`config.mk`:
```
export PLATFORM = sky130hd
export DESIGN_NAME = button_debounce_press_classifier
export DESIGN_NICKNAME = d
export VERILOG_FILES = /design/src/rtl/core/bdpc_pkg.sv /design/src/rtl/core/bdpc_ctrl.sv /design/src/rtl/core/bdpc_datapath.sv /design/src/rtl/core/button_debounce_press_classifier.sv
export VERILOG_INCLUDE_DIRS = /design/src /design/src/rtl/core
export SDC_FILE = /design/constraint.sdc
export NUM_CORES = 1
export LEC_CHECK = 0
export BUFFER_PORTS_ARGS = -buffer_cell sky130_fd_sc_hd__buf_2
export CAP_MARGIN = 30
export CORE_MARGIN = 1.5
export CORE_UTILIZATION = 45
export DETAILED_ROUTE_END_ITERATION = 16
export HOLD_SLACK_MARGIN = 0.1
export SYNTH_ARGS = -nofsm -noshare
export SYNTH_HDL_FRONTEND = slang
export SYNTH_SLANG_ARGS = --single-unit
```
`constraint.sdc`:
```
create_clock -name clk -period 4.15 [get_ports clk]
set_input_delay 0 -clock clk [delete_from_list [all_inputs] [get_ports clk]]
set_output_delay 0 -clock clk [all_outputs]
set_load 0.02 [all_outputs]
```
`src/rtl/core/assert_macros.svh`:
```
// Assertion macros shared by the RTL files that carry checks.
// No dependencies; compiled away when SYNTHESIS is defined.
`ifndef ASSERT_MACROS_SVH
`define ASSERT_MACROS_SVH

`ifndef SYNTHESIS
// Checked on every edge once reset is released.
`define ASSERT_CLK(lbl, clk, rst_n, prop, msg) \
  lbl: assert property (@(posedge clk) disable iff (!rst_n) prop) else $error(msg);
// Checked on every edge, including during reset.
`define ASSERT_ALWAYS(lbl, clk, prop, msg) \
  lbl: assert property (@(posedge clk) prop) else $error(msg);
`else
`define ASSERT_CLK(lbl, clk, rst_n, prop, msg)
`define ASSERT_ALWAYS(lbl, clk, prop, msg)
`endif

`endif

```
`src/rtl/core/bdpc_pkg.sv`:
```
// Shared types and constants of the button debounce / press classifier.
// No dependencies.
package bdpc_pkg;

  localparam int          CfgAddrW  = 5;
  localparam logic [7:0]  CountMax  = 8'd255;
  localparam int          HalfW     = 16;
  localparam int          TimeW     = 32;
  localparam int          DivSteps  = TimeW;
  localparam int          DivCntW   = $clog2(DivSteps);

  localparam logic [7:0]       DebounceRst = 8'd5;
  localparam logic [31:0]      LongRst     = 32'd1000;
  localparam logic [HalfW-1:0] SlowRst     = 16'd500;
  localparam logic [HalfW-1:0] FastRst     = 16'd100;

  typedef enum logic [2:0] {
    REG_DEBOUNCE = 3'd0,
    REG_LONG     = 3'd1,
    REG_LED_MODE = 3'd2,
    REG_SLOW     = 3'd3,
    REG_FAST     = 3'd4
  } reg_idx_t;

  typedef enum logic [1:0] {
    LED_OFF  = 2'd0,
    LED_ON   = 2'd1,
    LED_SLOW = 2'd2,
    LED_FAST = 2'd3
  } led_sel_t;

  typedef enum logic [2:0] {
    ST_IDLE = 3'b001,
    ST_RUN  = 3'b010,
    ST_FIN  = 3'b100
  } state_t;

  typedef struct packed {
    logic             button_level;
    logic [TimeW-1:0] time_ms;
    logic             clear_short;
    logic             clear_long;
  } in_item_t;

  typedef struct packed {
    logic button_down;
    logic short_pending;
    logic long_pending;
    logic led_on;
  } out_item_t;

  typedef struct packed {
    logic [7:0]       debounce_ticks;
    logic [31:0]      long_press_ms;
    led_sel_t         led_mode;
    logic [HalfW-1:0] blink_slow_ms;
    logic [HalfW-1:0] blink_fast_ms;
  } cfg_t;

  typedef struct packed {
    logic load;      // take the request, update debounce state, start divide
    logic step;      // one divider step
    logic out_load;  // move result into the output register
  } cmd_t;

  typedef struct packed {
    logic div_done;  // last divider step is happening this cycle
  } stat_t;

endpackage

```
`src/rtl/core/bdpc_ctrl.sv`:
```
// Sequencer of the press classifier: request handshake, divider steps,
// output valid. Depends on bdpc_pkg.
module bdpc_ctrl (
  input  logic            clk,
  input  logic            rst_n,
  input  logic            in_valid,
  output logic            in_stall,
  output logic            out_valid,
  input  logic            out_stall,
  input  bdpc_pkg::stat_t stat,
  output bdpc_pkg::cmd_t  cmd
);
  import bdpc_pkg::*;

  state_t state_r, state_nxt;
  logic   out_valid_r, out_valid_nxt;
  logic   out_free;

  assign out_free  = !out_valid_r || !out_stall;
  assign in_stall  = (state_r != ST_IDLE);
  assign out_valid = out_valid_r;

  always_comb begin
    state_nxt    = state_r;
    cmd.load     = 1'b0;
    cmd.step     = 1'b0;
    cmd.out_load = 1'b0;
    unique case (state_r)
      ST_IDLE: begin
        if (in_valid) begin
          cmd.load  = 1'b1;
          state_nxt = ST_RUN;
        end
      end
      ST_RUN: begin
        cmd.step = 1'b1;
        if (stat.div_done) begin
          state_nxt = ST_FIN;
        end
      end
      ST_FIN: begin
        if (out_free) begin
          cmd.out_load = 1'b1;
          state_nxt    = ST_IDLE;
        end
      end
      default: begin
        state_nxt = ST_IDLE;
      end
    endcase
  end

  assign out_valid_nxt = cmd.out_load || (out_valid_r && out_stall);

  always_ff @(posedge clk) begin
    if (!rst_n) begin
      state_r     <= ST_IDLE;
      out_valid_r <= 1'b0;
    end else begin
      state_r     <= state_nxt;
      out_valid_r <= out_valid_nxt;
    end
  end

endmodule

```
`src/rtl/core/bdpc_datapath.sv`:
```
// Datapath: debounce counter, press timing and flags, bit-serial blink
// divider and the result register. Depends on bdpc_pkg.
module bdpc_datapath (
  input  logic               clk,
  input  logic               rst_n,
  input  bdpc_pkg::cfg_t     cfg,
  input  bdpc_pkg::in_item_t in_data,
  input  bdpc_pkg::cmd_t     cmd,
  output bdpc_pkg::stat_t    stat,
  output bdpc_pkg::out_item_t out_data
);
  import bdpc_pkg::*;

  // debounce / classifier state
  logic             last_r, last_nxt;
  logic             stable_r, stable_nxt;
  logic [7:0]       agree_r, agree_nxt;
  logic             primed_r, primed_nxt;
  logic             short_r, short_nxt;
  logic             long_r, long_nxt;
  logic [TimeW-1:0] press_r, press_nxt;

  // divider
  logic [DivCntW-1:0] cnt_r, cnt_nxt;
  logic [TimeW-1:0]   dvd_r, dvd_nxt;
  logic [HalfW-1:0]   dsr_r, dsr_nxt;
  logic [HalfW-1:0]   rem_r, rem_nxt;
  logic               q_r, q_nxt;
  logic [HalfW:0]     shifted, diff;
  logic               ge;
  logic [HalfW-1:0]   half_sel;

  out_item_t out_r;

  logic             settled, moving, set_short, set_long;
  logic [TimeW-1:0] elapsed;

  always_comb begin
    if (in_data.button_level == last_r) begin
      agree_nxt = (agree_r < CountMax) ? agree_r + 8'd1 : agree_r;
    end else begin
      agree_nxt = 8'd1;
    end
    last_nxt = in_data.button_level;
    settled  = (agree_nxt >= cfg.debounce_ticks);
    moving   = settled && (last_nxt != stable_r);
    elapsed  = in_data.time_ms - press_r;

    stable_nxt = moving ? last_nxt : stable_r;
    press_nxt  = (moving && !last_nxt) ? in_data.time_ms : press_r;
    // release with a prior settled released level gets classified
    set_long   = moving && last_nxt && primed_r && (elapsed >= cfg.long_press_ms);
    set_short  = moving && last_nxt && primed_r && (elapsed < cfg.long_press_ms);
    short_nxt  = (short_r && !in_data.clear_short) || set_short;
    long_nxt   = (long_r && !in_data.clear_long) || set_long;
    primed_nxt = primed_r || (stable_nxt && settled);
  end

  always_ff @(posedge clk) begin
    if (!rst_n) begin
      last_r   <= 1'b1;
      stable_r <= 1'b1;
      agree_r  <= 8'd0;
      primed_r <= 1'b0;
      short_r  <= 1'b0;
      long_r   <= 1'b0;
      press_r  <= '0;
    end else if (cmd.load) begin
      last_r   <= last_nxt;
      stable_r <= stable_nxt;
      agree_r  <= agree_nxt;
      primed_r <= primed_nxt;
      short_r  <= short_nxt;
      long_r   <= long_nxt;
      press_r  <= press_nxt;
    end
  end

  // restoring divide, one quotient bit per step; only the last bit is kept
  assign half_sel = (cfg.led_mode == LED_FAST) ? cfg.blink_fast_ms : cfg.blink_slow_ms;
  assign shifted  = {rem_r, dvd_r[TimeW-1]};
  assign diff     = shifted - {1'b0, dsr_r};
  assign ge       = (shifted >= {1'b0, dsr_r});

  always_comb begin
    cnt_nxt = cnt_r;
    dvd_nxt = dvd_r;
    dsr_nxt = dsr_r;
    rem_nxt = rem_r;
    q_nxt   = q_r;
    if (cmd.load) begin
      cnt_nxt = '0;
      dvd_nxt = in_data.time_ms;
      dsr_nxt = (half_sel == '0) ? HalfW'(1) : half_sel;
      rem_nxt = '0;
    end else if (cmd.step) begin
      cnt_nxt = cnt_r + DivCntW'(1);
      dvd_nxt = {dvd_r[TimeW-2:0], 1'b0};
      rem_nxt = ge ? diff[HalfW-1:0] : shifted[HalfW-1:0];
      q_nxt   = ge;
    end
  end

  assign stat.div_done = cmd.step && (cnt_r == DivCntW'(DivSteps - 1));

  always_ff @(posedge clk) begin
    if (!rst_n) begin
      cnt_r <= '0;
    end else begin
      cnt_r <= cnt_nxt;
    end
  end

  always_ff @(posedge clk) begin
    dvd_r <= dvd_nxt;
    dsr_r <= dsr_nxt;
    rem_r <= rem_nxt;
    q_r   <= q_nxt;
  end

  always_ff @(posedge clk) begin
    if (cmd.out_load) begin
      out_r.button_down   <= !stable_r;
      out_r.short_pending <= short_r;
      out_r.long_pending  <= long_r;
      unique case (cfg.led_mode)
        LED_OFF:  out_r.led_on <= 1'b0;
        LED_ON:   out_r.led_on <= 1'b1;
        default:  out_r.led_on <= q_r;
      endcase
    end
  end

  assign out_data = out_r;

endmodule

```
`src/rtl/core/button_debounce_press_classifier.sv`:
```
// Top level of the button debounce / press classifier: register file,
// sequencer and datapath. Depends on bdpc_pkg, bdpc_ctrl, bdpc_datapath.
//
//   channel   direction  handshake              payload
//   in_*      in         in_valid / in_stall    in_item_t
//   out_*     out        out_valid / out_stall  out_item_t
//   cfg       in         psel/penable/pready    32-bit registers at 4*i
//
// A request passes through the accept cycle, 32 steps of the bit-serial blink
// divider (one quotient bit per cycle) and the move into the output register.
// rst_n is synchronous; it restores register defaults and debounce state.
// A finished result waits in the output register; the next request can be taken
// as soon as the previous result has moved there.
module button_debounce_press_classifier (
  input  logic                          clk,
  input  logic                          rst_n,
  input  logic                          in_valid,
  output logic                          in_stall,
  input  bdpc_pkg::in_item_t            in_data,
  output logic                          out_valid,
  input  logic                          out_stall,
  output bdpc_pkg::out_item_t           out_data,
  input  logic                          psel,
  input  logic                          penable,
  input  logic                          pwrite,
  input  logic [bdpc_pkg::CfgAddrW-1:0] paddr,
  input  logic [31:0]                   pwdata,
  output logic [31:0]                   prdata,
  output logic                          pready
);
  import bdpc_pkg::*;

  cfg_t     cfg_r;
  cmd_t     cmd;
  stat_t    stat;
  reg_idx_t widx;
  logic     wr_en;

  assign pready = 1'b1;
  assign wr_en  = psel && penable && pwrite && pready;
  assign widx   = reg_idx_t'(paddr[CfgAddrW-1:2]);

  always_ff @(posedge clk) begin
    if (!rst_n) begin
      cfg_r.debounce_ticks <= DebounceRst;
      cfg_r.long_press_ms  <= LongRst;
      cfg_r.led_mode       <= LED_OFF;
      cfg_r.blink_slow_ms  <= SlowRst;
      cfg_r.blink_fast_ms  <= FastRst;
    end else if (wr_en) begin
      unique case (widx)
        REG_DEBOUNCE: cfg_r.debounce_ticks <= pwdata[7:0];
        REG_LONG:     cfg_r.long_press_ms  <= pwdata;
        REG_LED_MODE: cfg_r.led_mode       <= led_sel_t'(pwdata[1:0]);
        REG_SLOW:     cfg_r.blink_slow_ms  <= pwdata[HalfW-1:0];
        REG_FAST:     cfg_r.blink_fast_ms  <= pwdata[HalfW-1:0];
        default: ;
      endcase
    end
  end

  always_comb begin
    unique case (widx)
      REG_DEBOUNCE: prdata = {24'd0, cfg_r.debounce_ticks};
      REG_LONG:     prdata = cfg_r.long_press_ms;
      REG_LED_MODE: prdata = {30'd0, cfg_r.led_mode};
      REG_SLOW:     prdata = {16'd0, cfg_r.blink_slow_ms};
      REG_FAST:     prdata = {16'd0, cfg_r.blink_fast_ms};
      default:      prdata = '0;
    endcase
  end

  bdpc_ctrl u_ctrl (
    .clk       (clk),
    .rst_n     (rst_n),
    .in_valid  (in_valid),
    .in_stall  (in_stall),
    .out_valid (out_valid),
    .out_stall (out_stall),
    .stat      (stat),
    .cmd       (cmd)
  );

  bdpc_datapath u_dp (
    .clk      (clk),
    .rst_n    (rst_n),
    .cfg      (cfg_r),
    .in_data  (in_data),
    .cmd      (cmd),
    .stat     (stat),
    .out_data (out_data)
  );

`include "assert_macros.svh"

  `ASSERT_CLK(a_busy_after_accept, clk, rst_n, (in_valid && !in_stall) |=> in_stall, "not busy")
  `ASSERT_CLK(a_load_when_free, clk, rst_n, cmd.out_load |-> (!out_valid || !out_stall), "result lost")
  `ASSERT_CLK(a_div_while_busy, clk, rst_n, stat.div_done |-> in_stall, "divide while idle")
  `ASSERT_ALWAYS(a_pready_high, clk, pready, "pready dropped")

endmodule

```
### After elaboration in Yosys (flattened, before gate mapping)

Index checks and enable logic that the tools add are counted.

* register bits: 197
* bits of input ports: 79
* output and inout port bits: 39
* word-level logic and storage cells: 105

* add/subtract/negate cells: 4
* $lt $le $gt $ge: 5
* eq/ne operators: 16
* muxes and demuxes: 18
* bitwise gates (word level): 2
* reductions and logical operators: 37

Operators by type and width (count)
* $pmux 32 s5: 1
* $mux 32: 2
* $ge 32x32->1: 1
* $lt 32x32->1: 1
* $mux 16: 2
* $sub 32x32->32: 1
* $ge 17x16->1: 1
* $logic_not 16->1: 1
* $mux 8: 2
* $sub 16x16->16: 1
* $reduce_and 2->1: 7
* $logic_and 1x1->1: 13
* $eq 3x2->1 const B: 3
* $mux 3: 3
* $pmux 3 s3: 1
* $add 8x1->8 const B: 1
* $ge 8x8->1: 1
* $lt 8x8->1 const B: 1
* $eq 3x1->1 const B: 2
* $eq 3x3->1 const B: 2
* $logic_not 1->1: 6
* $mux 1: 6
* $add 5x1->5 const B: 1
* $eq 5x5->1 const B: 1
* other kinds (15): 21

### Depth between registers and ports, before layout

* depth in word-level cells: 9
* mapped depth: 19
* depth with buffers taken out: 19

### Cells and area by module

A second synthesis with hierarchy kept.

* cells, all modules: 1321
* area, all modules: 12189.2 um^2

Modules (own cells, without submodules)
* bdpc_datapath: times used 1, cells each 911, area each 8534.4 um^2, seq. area each 2912.8 um^2
* button_debounce_press_classifier: times used 1, cells each 388, area each 3449.6 um^2, seq. area each 1481.4 um^2
* bdpc_ctrl: times used 1, cells each 22, area each 205.2 um^2, seq. area each 80.1 um^2

### Worst setup path before layout

No wires, ideal clock.

* path type: reg-to-reg
* start point: register u_dp.press_r[0]
* end point: register u_dp.short_r
* setup time: 0.057 ns
* arrival: 3.610 ns
* slack: 0.483 ns
* cell stages (with the launch flop): 18
* clock period less this slack: 3.667 ns
* cells stage by stage: dfxtp_1 ha_1 inv_1 fa_1 a211oi_1 nor2_1 o32ai_2 o31ai_4 a21oi_2 o21ai_0 xor2_1 ha_1 a21o_1 a21oi_1 nor2_1 a2111oi_0 and3_1 a21o_1

* word-level cells in the longest chain between the ends: 4

Ends and longest elaborated chain
* start: declaration: RTL line bdpc_datapath.sv:21 `logic [TimeW-1:0] press_r, press_nxt;`
* start signal: assignment: RTL line bdpc_datapath.sv:75 `press_r <= press_nxt;`
* $sub 32x32->32: RTL line bdpc_datapath.sv:47 `elapsed = in_data.time_ms - press_r;`
* $lt 32x32->1: RTL line bdpc_datapath.sv:53 `set_short = moving && last_nxt && primed_r && (elapsed < cfg.long_press_ms);`
* $logic_and 1x1->1: RTL line bdpc_datapath.sv:53
* $logic_or 1x1->1: RTL line bdpc_datapath.sv:54 `short_nxt = (short_r && !in_data.clear_short) || set_short;`
* end signal: assignment: RTL line bdpc_datapath.sv:73 `short_r <= short_nxt;`
* end: declaration: RTL line bdpc_datapath.sv:19 `logic short_r, short_nxt;`

Every way passes these cells.
A chain may end at the register's enable or synchronous reset.

### Final worst setup path

* start point: register u_dp.press_r[10]
* end point: register u_dp.short_r

Same word-level chain as after synthesis.

==> flow_summary.ini <==
[status]
status = finished, final reports clean

[timing]
worst_slack_ns = 0.2550
relSlewSlack_pct = 31.17
tightest_slew_ns = 1.032
setup-violations-final = 0
max_freq_mhz = 256.7
tns_ns = 0
period_minus_slack_ns = 3.895
rsz0062_at_grt = no
drv_slew = 0
skew_ns = 0.01302
holdWs_ns = 0.2043
hold_violations = 0
fin_crit_sh_pct = 93.86

[clock_tree]
htree_levels = 4
clkSinkCount = 197
numCtsBuffers = 17
cts_tree = done
clk_latency_ns = 0.45
cts_root_buffer = clkbuf_16
clk_path_buf_depth = 2
clkTransAtPathRegs_ns = 0.08

[drt]
drc = 0
wl_per_cell_um = 16.26
viasPerCell = 5.380
ant_nets = 0
num_vias = 10520
dr.pass1.iters = 5
wirelength_mm = 31.80
drt_first_iter_violations = 627

[pwr]
ir_drop_uv = 253.4
power_density_mw_per_mm2 = 301.0
leakagePower_nw = 6.202
power_mw = 4.362

[global_route]
antenna_found_initial = 1
grt_pass1_wl_mm = 51.25
track_usage_pct = 22.68
grt_pass1_vias = 10110
grt_overflow = 0
grt_max_degree = 65

[floorplanning]
coreArea_mm2 = 0.02680
die_height_um = 168.0
start_util_pct = 45.69
pin_count = 118
die_x_um = 168.0
row_count = 60
die-area_mm2 = 0.02821

[worst_setup_path]
cp-start-kind = register
crit_chain = inv_1 > ha_1 > o21ai_0 > a21oi_1 > nand2b_1 > a2bb2oi_4 > o31ai_1 > mux2i_1 > nor4b_2 > ha_1 > a21o_1 > a21o_1 > a2111oi_2 > and3_1 > a21o_1
cp_num_buf_inv = 1
worstPathMaxFanout = 7
max_stage_delay_ns = 0.50
cp_top_family = compound AO/OA/AOI/OAI gates
cp.required_ns = 4.53
slowest_stage = o31ai_1
endpoint_kind = register
crit_top_cell = a21o_1
cp.arrival_ns = 4.28
crit_type = register to register

[synth]
avgSynthCellArea_um2 = 8.492
syn-num-nets = 1613
async_flop_share_pct = 0
yosysSeqAreaShare_pct = 36.54
netlist_area_mm2 = 0.01225
synth_cells = 1442
yosysWarnings = 0
synthFlopType = dfxtp_1
yosysUniqueCellTypes = 79
ys_ff_latch = 197
synth_edf_count = 53

[placement]
post-dp-hpwl_mm = 22.30
place_congestion = 0.9007
pre_cts_ws_ns = 0.04366
port_buffers = 114
place_inst = 1841

[job]
cap_viol_max_count = 0

[worst_hold_path]
hold_path.class = input pin to register

[layout]
syn_to_final_growth_pct = 18.33
drive_gt1_share_pct = 12.82
n_antenna_cell = 0
layout.cells.non_filler = 1956
final_common_cell = nand2_1
fin_nets = 1773
layout_common_cells = 302 x nand2_1, 144 x dfxtp_1, 113 x buf_2
state kept, by name, summed over array words and instances, names as in the netlist:
register / flops
u_dp.dsr_r: 16
u_ctrl.state_r: 3
u_ctrl.out_valid: 1
u_dp.short_r: 1
u_dp.out_data: 4
u_dp.long_r: 1
u_dp.cnt_r: 5
cfg_r: 74
u_dp.rem_r: 16
u_dp.stable_r: 1
u_dp.press_r: 32
u_dp.q_r: 1
u_dp.last_r: 1
u_dp.dvd_r: 32
u_dp.agree_r: 8
u_dp.primed_r: 1
worst min-delay path: cells and delay by family:
kind                   cells  cell delay (ns)
buffers and inverters      1             0.20
muxes                      1             0.09
and+or+nand+nor            2             0.31
synthesized netlist by cell type, drive strengths merged, types with 16 or more instances:
cell | n | area share (%)
a21boi | 56 | 3.4
edfxtp | 53 | 13
nor2 | 61 | 1.9
o211ai | 22 | 1.3
a21oi | 62 | 2.6
ha | 90 | 9.2
mux2i | 63 | 5.1
xnor2 | 24 | 1.7
xor2 | 20 | 1.4
nand2 | 302 | 9.3
dfxtp | 144 | 24
o21ai | 46 | 2.0
a21o | 32 | 2.0
nor3 | 37 | 1.5
nand3 | 28 | 1.1
inv | 100 | 3.1
mux2 | 17 | 1.6
buf | 20 | 0.94
clkbuf | 52 | 1.6
nor2b | 54 | 2.8
nand4 | 16 | 0.82
path summary, 6_finish.rpt:
check / from / to / slack [ns] / depth (start not counted)
max: u_dp.press_r[10]$_SDFFE_PN0P_ / u_dp.short_r$_SDFFE_PN0P_ / 0.25 / 15
min: paddr[4] / cfg_r[32]$_SDFFE_PN0P_ / 0.20 / 4
max reg2reg: u_dp.press_r[10]$_SDFFE_PN0P_ / u_dp.short_r$_SDFFE_PN0P_ / 0.25 / 15
min reg2reg: u_dp.cnt_r[4]$_SDFFE_PP0P_ / u_dp.cnt_r[4]$_SDFFE_PP0P_ / 0.46 / 2
routing by layer:
layer  wire length [um]  part of all wire, %  GRT usage [%]  vias up
li1                   -                    -              -     5323
met1              14760                   46          29.12     4939
met2              15210                   48          38.86      212
met3               1050                  3.3          3.456       50
met4                790                  2.5          7.795        0
met5                  0                    0              0        -
stage by stage:
step / area (um^2) / utilization (%)
6_report: 14490 / 54.07
5_1_grt: 14490 / 54.07
4_1_cts: 14480 / 54.01
3_5_place_dp: 13080 / 48.82
3_3_place_gp: 13080 / 48.82
2_1_floorplan: 12250 / -
logic make-up (layout without fill, tap and decap cells):
| group | count (synthesis) | count (layout) | share of synthesized area (%) |
|---|---|---|---|
| AOI/OAI and AO/OA | 300 | 300 | 17.72 |
| xor gates and xnor gates | 44 | 44 | 3.147 |
| adders and majority gates | 92 | 92 | 9.523 |
| buffers and inverters | 173 | 346 | 5.630 |
| DFF | 197 | 197 | 36.54 |
| muxes | 80 | 80 | 6.713 |
| other | 1 | 1 | 0.03062 |
| and+or+nand+nor | 555 | 555 | 20.70 |
area by class of cell:
type                       instances  area (um^2)
clock inverter                    14        128.9
multi-input combinational       1072         7112
tap                              341        426.7
timing repair buffer             213         1536
sequential                       197         4474
fill                            2514        12310
clock buffer                      18        432.9
inverter                         101        379.1
power breakdown:
| part | internal [mW] | leakage [nW] | switching, mW |
|---|---|---|---|
| clock | 0.808 | 0.285 | 0.835 |
| sequential | 2.04 | 1.66 | 0.0209 |
| combinational | 0.284 | 4.26 | 0.377 |
| total | 3.13 | 6.20 | 1.23 |
what timing repair did:
action                     in CTS  in global routing
setup endpoints to repair       0                  2
hold endpoints to repair      152                  0
setup buffers                   0                  0
resized for setup               0                  3
hold buffers                   83                  0
Power figures use the tool's default switching activity.
